<file path="src/design/gscs_pkg.sv">
// types and constants for the gamepad stick calibrate/scale block
// no dependencies; used by gscs_if.sv and gamepad_stick_calibrate_scale.sv
package gscs_pkg;

  localparam int AXIS_W   = 12;
  localparam int AXES     = 4;
  localparam int COUNT_W  = 4;

  localparam logic       OP_REPORT = 1'b0;
  localparam logic       OP_CLEAR  = 1'b1;
  localparam logic [7:0] ACCEPTED_ID = 8'h09;
  localparam logic [6:0] MIN_LENGTH  = 7'd12;
  localparam logic [COUNT_W-1:0] SAMPLES_RESET = 4'd4;

  // scale is floor(|d| * 127 / 1600), done as a reciprocal multiply
  localparam int AXIS_GAIN   = 127;
  localparam int AXIS_RANGE  = 1600;
  localparam int SCALE_SHIFT = 24;
  localparam int RECIP_W     = 21;
  localparam int Q_W         = 9;
  localparam longint unsigned SCALE_RECIP_FULL =
    ((longint'(AXIS_GAIN) << SCALE_SHIFT) + longint'(AXIS_RANGE) - 1) / longint'(AXIS_RANGE);
  localparam logic [RECIP_W-1:0] SCALE_RECIP = RECIP_W'(SCALE_RECIP_FULL);
  localparam logic [Q_W-1:0] AXIS_MID     = 9'd128;
  localparam logic [Q_W-1:0] AXIS_POS_MAX = 9'd127;

  typedef logic [AXES-1:0][AXIS_W-1:0] axes_t;

  typedef struct packed {
    logic       op;
    logic [2:0] device_index;
    logic [1:0] hid_instance;
    logic [7:0] rpt_id;
    logic [6:0] report_length;
    logic [7:0] left_byte0;
    logic [7:0] left_byte1;
    logic [7:0] left_byte2;
    logic [7:0] right_byte0;
    logic [7:0] right_byte1;
    logic [7:0] right_byte2;
  } in_item_t;

  typedef struct packed {
    logic [2:0] out_device;
    logic [1:0] out_instance;
    logic [7:0] left_x;
    logic [7:0] left_y;
    logic [7:0] right_x;
    logic [7:0] right_y;
  } out_item_t;

  typedef struct packed {
    logic [COUNT_W-1:0] count;
    axes_t              centre;
  } slot_state_t;

endpackage

</file>
<file path="src/design/gscs_if.sv">
// valid/ready channel interfaces for the stick calibrate/scale block
// depends on gscs_pkg for the payload types
interface gscs_in_if;
  logic                 valid;
  logic                 ready;
  gscs_pkg::in_item_t   data;
  modport source (output valid, output data, input ready);
  modport sink   (input valid, input data, output ready);
endinterface

interface gscs_out_if;
  logic                 valid;
  logic                 ready;
  gscs_pkg::out_item_t  data;
  modport source (output valid, output data, input ready);
  modport sink   (input valid, input data, output ready);
endinterface

interface gscs_cfg_if;
  logic                           valid;
  logic                           ready;
  logic [gscs_pkg::COUNT_W-1:0]   data;
  modport source (output valid, output data, input ready);
  modport sink   (input valid, input data, output ready);
endinterface

</file>
<file path="src/design/gamepad_stick_calibrate_scale.sv">
// flow: an accepted item is registered in stage a with its slot state, processed there
//   once the result register can take it, and its result is loaded into that register
// throughput: one item per cycle unless outp stalls, bounded by the single result register
// reset: sync active-high; then a clearing pass over all DEVICE_SLOTS*INSTANCES_PER_DEVICE
//   slots zeroes the slot state memory, items wait, config writes are taken throughout
// depends on gscs_pkg and the interfaces in gscs_if.sv
module gamepad_stick_calibrate_scale #(
  parameter int DEVICE_SLOTS         = 8,
  parameter int INSTANCES_PER_DEVICE = 4
) (
  input  logic        clk,
  input  logic        rst,
  gscs_in_if.sink     inp,
  gscs_out_if.source  outp,
  gscs_cfg_if.sink    cfg
);

  localparam int SLOT_COUNT = DEVICE_SLOTS * INSTANCES_PER_DEVICE;
  localparam int SLOT_W     = (SLOT_COUNT > 1) ? $clog2(SLOT_COUNT) : 1;

  // unpack four 12-bit axes from the six packed bytes
  function automatic gscs_pkg::axes_t unpack_axes(input gscs_pkg::in_item_t it);
    gscs_pkg::axes_t ax;
    ax[0] = {it.left_byte1[3:0], it.left_byte0};
    ax[1] = {it.left_byte2, it.left_byte1[7:4]};
    ax[2] = {it.right_byte1[3:0], it.right_byte0};
    ax[3] = {it.right_byte2, it.right_byte1[7:4]};
    return ax;
  endfunction

  // (x - c) * 127 / 1600 toward zero, clamped to -128..127, offset by 128
  function automatic logic [7:0] scale_axis(input logic [gscs_pkg::AXIS_W-1:0] x,
                                            input logic [gscs_pkg::AXIS_W-1:0] c);
    logic                                             neg;
    logic [gscs_pkg::AXIS_W-1:0]                      mag;
    logic [gscs_pkg::AXIS_W+gscs_pkg::RECIP_W-1:0]    prod;
    logic [gscs_pkg::Q_W-1:0]                         q;
    logic [7:0]                                       res;
    neg  = (x < c);
    mag  = neg ? (c - x) : (x - c);
    prod = (gscs_pkg::AXIS_W+gscs_pkg::RECIP_W)'(mag) *
           (gscs_pkg::AXIS_W+gscs_pkg::RECIP_W)'(gscs_pkg::SCALE_RECIP);
    q    = prod[gscs_pkg::SCALE_SHIFT +: gscs_pkg::Q_W];
    if (neg) begin
      res = (q >= gscs_pkg::AXIS_MID) ? 8'd0 : 8'(gscs_pkg::AXIS_MID - q);
    end else begin
      res = (q >= gscs_pkg::AXIS_POS_MAX) ? 8'd255 : 8'(gscs_pkg::AXIS_MID + q);
    end
    return res;
  endfunction

  // calibration sample count register
  logic [gscs_pkg::COUNT_W-1:0] samples;

  assign cfg.ready = !rst;

  always_ff @(posedge clk) begin
    if (rst) begin
      samples <= gscs_pkg::SAMPLES_RESET;
    end else if (cfg.valid && cfg.ready) begin
      samples <= cfg.data;
    end
  end

  // clearing pass over the slot state memory after reset
  logic              clr_busy;
  logic [SLOT_W-1:0] clr_addr;

  always_ff @(posedge clk) begin
    if (rst) begin
      clr_busy <= 1'b1;
      clr_addr <= '0;
    end else if (clr_busy) begin
      if (clr_addr == SLOT_W'(SLOT_COUNT - 1)) begin
        clr_busy <= 1'b0;
      end else begin
        clr_addr <= clr_addr + 1'b1;
      end
    end
  end

  // input side: slot index and range check
  logic [31:0]       slot_wide;
  logic [SLOT_W-1:0] in_slot;
  logic              in_range;
  logic              in_fire;

  assign slot_wide = 32'(inp.data.device_index) * 32'(INSTANCES_PER_DEVICE) +
                     32'(inp.data.hid_instance);
  assign in_slot   = slot_wide[SLOT_W-1:0];
  assign in_range  = (32'(inp.data.device_index) < 32'(DEVICE_SLOTS)) &&
                     (32'(inp.data.hid_instance) < 32'(INSTANCES_PER_DEVICE));

  // stage a holds the accepted item next to the slot state read for it
  logic                  a_valid;
  gscs_pkg::in_item_t    a_item;
  logic [SLOT_W-1:0]     a_slot;
  logic                  a_in_range;
  gscs_pkg::slot_state_t rd_state;
  logic                  a_commit;

  // result register
  logic                  out_valid;
  gscs_pkg::out_item_t   out_data;

  assign a_commit  = a_valid && (!out_valid || outp.ready);
  assign inp.ready = !clr_busy && (!a_valid || a_commit);
  assign in_fire   = inp.valid && inp.ready;

  always_ff @(posedge clk) begin
    if (rst) begin
      a_valid <= 1'b0;
    end else if (in_fire) begin
      a_valid <= 1'b1;
    end else if (a_commit) begin
      a_valid <= 1'b0;
    end
  end

  always_ff @(posedge clk) begin
    if (in_fire) begin
      a_item     <= inp.data;
      a_slot     <= in_slot;
      a_in_range <= in_range;
    end
  end

  // per-slot state: four centers and the calibration count
  gscs_pkg::slot_state_t state_mem [SLOT_COUNT];
  logic                  mem_we;
  logic [SLOT_W-1:0]     mem_addr;
  gscs_pkg::slot_state_t mem_wdata;

  always_ff @(posedge clk) begin
    if (mem_we) begin
      state_mem[mem_addr] <= mem_wdata;
    end
  end

  // read with write-through, so back-to-back items on one slot see the update
  always_ff @(posedge clk) begin
    if (in_fire) begin
      if (mem_we && (mem_addr == in_slot)) begin
        rd_state <= mem_wdata;
      end else begin
        rd_state <= state_mem[in_slot];
      end
    end
  end

  // processing of the item in stage a
  gscs_pkg::axes_t       axes;
  gscs_pkg::slot_state_t upd_state;
  logic                  st_write;
  logic                  produce;
  logic                  is_report;
  logic                  calibrating;
  gscs_pkg::out_item_t   res;

  assign axes        = unpack_axes(a_item);
  assign is_report   = (a_item.report_length >= gscs_pkg::MIN_LENGTH) &&
                       (a_item.rpt_id == gscs_pkg::ACCEPTED_ID);
  assign calibrating = (rd_state.count < samples);

  always_comb begin
    upd_state = rd_state;
    st_write  = 1'b0;
    produce   = 1'b0;
    if (a_in_range) begin
      if (a_item.op == gscs_pkg::OP_CLEAR) begin
        // mount/unmount: restart calibration, centers kept
        upd_state.count = '0;
        st_write        = 1'b1;
      end else if (is_report) begin
        if (calibrating) begin
          for (int i = 0; i < gscs_pkg::AXES; i++) begin
            if (rd_state.count == '0) begin
              upd_state.centre[i] = axes[i];
            end else begin
              upd_state.centre[i] = gscs_pkg::AXIS_W'(
                ({1'b0, rd_state.centre[i]} + {1'b0, axes[i]}) >> 1);
            end
          end
          upd_state.count = rd_state.count + 1'b1;
          st_write        = 1'b1;
        end else begin
          produce = 1'b1;
        end
      end
    end
  end

  // y axes inverted: 255 - v is the bitwise complement
  always_comb begin
    res.out_device   = a_item.device_index;
    res.out_instance = a_item.hid_instance;
    res.left_x       = scale_axis(axes[0], rd_state.centre[0]);
    res.left_y       = ~scale_axis(axes[1], rd_state.centre[1]);
    res.right_x      = scale_axis(axes[2], rd_state.centre[2]);
    res.right_y      = ~scale_axis(axes[3], rd_state.centre[3]);
  end

  // memory write: clearing pass first, then state updates from stage a
  assign mem_we    = clr_busy || (a_commit && st_write);
  assign mem_addr  = clr_busy ? clr_addr : a_slot;
  assign mem_wdata = clr_busy ? '0 : upd_state;

  always_ff @(posedge clk) begin
    if (rst) begin
      out_valid <= 1'b0;
    end else if (a_commit) begin
      out_valid <= produce;
    end else if (outp.ready) begin
      out_valid <= 1'b0;
    end
  end

  always_ff @(posedge clk) begin
    if (a_commit && produce) begin
      out_data <= res;
    end
  end

  assign outp.valid = out_valid;
  assign outp.data  = out_data;

`ifndef SYNTHESIS
  // no item can sit in stage a while the memory is being cleared
  assert property (@(posedge clk) disable iff (rst) clr_busy |-> !a_valid)
    else $error("item in stage a during clearing pass");

  // an accepted item always lands in stage a
  assert property (@(posedge clk) disable iff (rst) in_fire |=> a_valid)
    else $error("accepted item lost before stage a");

  // a stalled stage a keeps its item and slot
  assert property (@(posedge clk) disable iff (rst)
    (a_valid && !a_commit) |=> (a_valid && $stable(a_slot) && $stable(a_item)))
    else $error("stage a changed while stalled");

  // a calibration update never takes the count past the sample register
  assert property (@(posedge clk) disable iff (rst)
    (a_commit && st_write && (a_item.op == gscs_pkg::OP_REPORT)) |->
      (upd_state.count <= samples))
    else $error("calibration count overran sample setting");
`endif

endmodule

</file>
<file path="src/flat_wrapper.sv">
// flat-port wrapper written by rule: the top's interface ports become plain ports
module gamepad_stick_calibrate_scale_flat 
#(
  parameter int DEVICE_SLOTS         = 8,
  parameter int INSTANCES_PER_DEVICE = 4
)
  (clk, rst, inp_valid, inp_data, inp_ready, outp_valid, outp_data, outp_ready, cfg_valid, cfg_data, cfg_ready);
  gscs_in_if inp_i ();
  gscs_out_if outp_i ();
  gscs_cfg_if cfg_i ();
  input  logic clk;
  input  logic rst;
  input wire logic [$bits(inp_i.valid)-1:0] inp_valid;
  input wire logic [$bits(inp_i.data)-1:0] inp_data;
  output wire logic [$bits(inp_i.ready)-1:0] inp_ready;
  output wire logic [$bits(outp_i.valid)-1:0] outp_valid;
  output wire logic [$bits(outp_i.data)-1:0] outp_data;
  input wire logic [$bits(outp_i.ready)-1:0] outp_ready;
  input wire logic [$bits(cfg_i.valid)-1:0] cfg_valid;
  input wire logic [$bits(cfg_i.data)-1:0] cfg_data;
  output wire logic [$bits(cfg_i.ready)-1:0] cfg_ready;
  assign inp_i.valid = inp_valid;
  assign inp_i.data = inp_data;
  assign inp_ready = inp_i.ready;
  assign outp_valid = outp_i.valid;
  assign outp_data = outp_i.data;
  assign outp_i.ready = outp_ready;
  assign cfg_i.valid = cfg_valid;
  assign cfg_i.data = cfg_data;
  assign cfg_ready = cfg_i.ready;
  gamepad_stick_calibrate_scale #(.DEVICE_SLOTS(DEVICE_SLOTS), .INSTANCES_PER_DEVICE(INSTANCES_PER_DEVICE)) u_core (.clk(clk), .rst(rst), .inp(inp_i), .outp(outp_i), .cfg(cfg_i));
endmodule
</file>
<file path="config.mk">
export PLATFORM = sky130hd
export DESIGN_NAME = gamepad_stick_calibrate_scale_flat
export DESIGN_NICKNAME = d
export VERILOG_FILES = /design/src/design/gscs_pkg.sv /design/src/design/gscs_if.sv /design/src/design/gamepad_stick_calibrate_scale.sv /design/src/flat_wrapper.sv
export SDC_FILE = /design/constraint.sdc
export NUM_CORES = 2
export LEC_CHECK = 0
export BUFFER_PORTS_ARGS = -buffer_cell sky130_fd_sc_hd__buf_2
export CORE_MARGIN = 10
export CORE_UTILIZATION = 58
export CTS_CLUSTER_SIZE = 8
export DETAILED_ROUTE_END_ITERATION = 10
export GPL_TIMING_DRIVEN = 1
export PLACE_DENSITY_LB_ADDON = 0.2
export SETUP_SLACK_MARGIN = 0.15
export SLEW_MARGIN = 10
export SYNTH_ARGS = -nofsm -noshare
export SYNTH_HDL_FRONTEND = slang
export SYNTH_SLANG_ARGS = --single-unit
</file>
<file path="constraint.sdc">
create_clock -name clk -period 9.43 [get_ports clk]
set_input_delay 1.4145 -clock clk [delete_from_list [all_inputs] [get_ports clk]]
set_output_delay 1.4145 -clock clk [all_outputs]
set_load 0.01 [all_outputs]
</file>
==> metrics.txt <==
outcome=complete, no violations; static leakage=approximately 37 nW; Synth Area per Inst=16.64 um2; FMAX=0.1115 GHz; Yosys warnings=0; TritonCTS clock tree=yes; nature of the critical path endpoint=register; RSZ-0062 raised after global routing=yes; TNS Setup=0 ns; die area=172400 um2; Clock H-tree levels=5; CTS clock-pin slew for the worst setup and hold paths=around 0.050 ns; Crit Reg-Reg Startpoint=u_core.a_item[36]; CTS Buf Count=~280; Top-Level Pins=118; clock latency on the worst-skew pair=0.90 ns; Antenna diodes=0; asr flop ratio synth=0%; clk sink count=1832; post-synthesis sequential area ratio=60.61%; Yosys reg bits=1832; R2R setup slack=0.46 ns; DIE WIDTH=approximately 420 um; DR iter-0 viols=5675; worst r2r path cells=37; residual DRC count=0; Max Buffers Root-to-Sink=4; DR vias/cell=roughly 6.4; Netlist cell types=92; Pwr per Cell Area=approximately 180 nW/um2; total grt overflow=0; worst relative slew slack=slightly below 20%; CP max-delay cell=or4b_2; Initial Util=58.59%; Top FF cell, synth=edfxtp_1; Row Count=144; final cycle utilization of the critical path=95.13%; Overall Global Routing Usage=26.39%; Syn Std Cell Area=90570 um2; Syn Nets=6308; CP most frequent cell=inv_1; pin count of the biggest net entering global routing=127; Worst path max stage delay=0.58 ns; Setup violations, final=0; P&R area growth vs syn=13.45%; commonest non-fill, non-tap cell in the layout=edfxtp_1; hold endpoint=u_core.outp.data[35]; CP Class=reg -> reg; Critical Path Start Type=register; root buf cell=clkbuf_16; Tmin final=8.971 ns; vias post-DR=50590; hold_sp=u_core.a_slot[3]; FF-to-FF End=u_core.outp.data[22]; critical path arrival=9.55 ns; Final Net Count=around 6700; Worst Path Max Fanout=4; Final GP Congestion=0.8705; Final Util=66.46%; Placeable Area=154600 um2; final-report max-slew violation count=0; Slew @ Worst Pin=1.207 ns; DP HPWL=127600 um; Final Hold Vio Count=0; hold depth=0; Die Ht=415.2 um; highest-count cells in the layout ignoring fill and taps=1820 x edfxtp_1, 614 x inv_1, 545 x ha_1, 520 x mux4_2, 288 x clkbuf_16; synthesized netlist cell count=5443; Max-cap violations=0; IO Port Bufs=115; layout cells sized above 1=22.60%; DRT Pass-1 Iters=6; Post-Route WL=228600 um; cts hold-fix bufs=0; vias in the first global route=52430; ANT nets after route=0; worst hold-check path type=reg -> reg; Critical Path RT=10.01 ns; routed len/inst=approximately 29 um; Worst setup startpoint=u_core.a_item[36]; Max VDD drop=183.2 uV; skew final=0.06504 ns; Post-synth EDFFs=around 1800; initial antenna violation count=6; first-pass GRT wire length=between 300000 and 400000 um
## state kept, by name, summed over array words and instances (netlist names)
name               count
u_core.samples         4
u_core.clr_busy        1
u_core.outp.valid      1
u_core.a_slot          5
u_core.clr_addr        5
u_core.state_mem    1664
u_core.rd_state       52
u_core.a_valid         1
u_core.outp.data      37
u_core.a_item         62
## cell usage after synthesis, types with 17 or more instances
master    count  area [um2]
edfxtp_1   1820       54650
inv_1       617        2316
ha_1        551        6894
mux4_2      520       11710
fa_1        236        4725
a21oi_1     212        1061
nor2_1      209       784.5
nand2_1     163       611.8
clkbuf_1    162       608.1
o21ai_0      95       475.5
mux2i_1      85       850.8
xnor2_1      77       674.4
nor3_1       52       260.3
xor2_1       45       394.1
a21o_1       44       330.3
buf_1        40       150.1
o21a_1       37       277.8
nand3_1      31       155.2
a211oi_1     29       217.7
a31oi_1      28       175.2
a211o_1      26       227.7
nor2b_1      26       162.7
o21bai_1     22       165.2
o211ai_1     21       157.7
mux2_2       19       214.0
nand2b_1     17       106.4
or3_1        17       106.4
## metrics by stage
step	cell area, um2	power [W]	std cells	setup WS [ns]	hold slack (ns)
after floorplan	90570	0.009576	5443	0.4992	0.4257
after global placement	94640	0.009798	7538	0.1234	0.4533
after detailed placement	94640	0.009808	7538	0.05935	0.4590
after CTS	102000	0.01843	7855	0.1604	0.4961
after global routing	102700	0.01879	7888	0.07432	0.4896
final	102700	0.01832	7888	0.4592	0.4812
## layer usage
metal	track usage, %	up-vias	share of wire (%)
li1	-	21470	-
met1	35.57	26030	38
met2	43.46	2638	50
met3	5.663	445	9.3
met4	7.870	6	2.9
met5	0	-	0.017
## cells by family (layout without fill, tap and decap cells)
kind of cell / after synthesis / in the layout / synth area share (%)
mux: 625 / 625 / 14.12
flops: 1832 / 1832 / 60.61
fa+ha+maj: 787 / 787 / 12.83
simple gates: 605 / 605 / 3.104
xor+xnor: 123 / 123 / 1.198
buf+inv: 832 / 1233 / 3.465
compound gates: 639 / 639 / 4.676
## area by class of cell
cell class                      count  area, um2
Clock buffer                      305       7259
Inverter                          618       2320
Sequential cell                  1832      54900
Multi-Input combinational cell   2779      33530
Tap cell                         2044       2557
Clock inverter                     12      83.83
Fill cell                       10180      51840
Timing Repair Buffer              298       2102
## critical path: cells and delay by family, from the launching register on
family | cells | cell delay (ns)
compound gates | 14 | 2.54
simple gates | 4 | 1.38
flops | 1 | 0.38
fa+ha+maj | 9 | 3.25
buf+inv | 7 | 0.57
mux | 2 | 0.45
xor+xnor | 1 | 0.13
## repair_timing
action / in CTS / in global routing
gates resized for setup: 3 / 77
gates cloned: 0 / 2
setup endpoints to repair: 1 / 30
buffers inserted: 0 / 28
pin swaps: 0 / 40
## how the worst max path moves through the flow
stage / end / slack [ns] / cells past startpoint
after CTS: u_core.outp.data[22] / 0.16 / 36
after global routing: u_core.outp.data[22] / 0.07 / 36
after floorplan: u_core.outp.data[22] / 0.50 / 36
final: u_core.outp.data[22] / 0.46 / 37
after global placement: u_core.outp.data[22] / 0.12 / 37
after detailed placement: u_core.outp.data[22] / 0.06 / 37
## report_power, final
group          switching (W)  leakage, nW  internal [W]
registers          0.0000257         16.1       0.00895
clock network        0.00331         3.61       0.00534
logic               0.000384         17.5      0.000308
total                0.00372         37.3        0.0146
(Power assumes the default switching activity.)
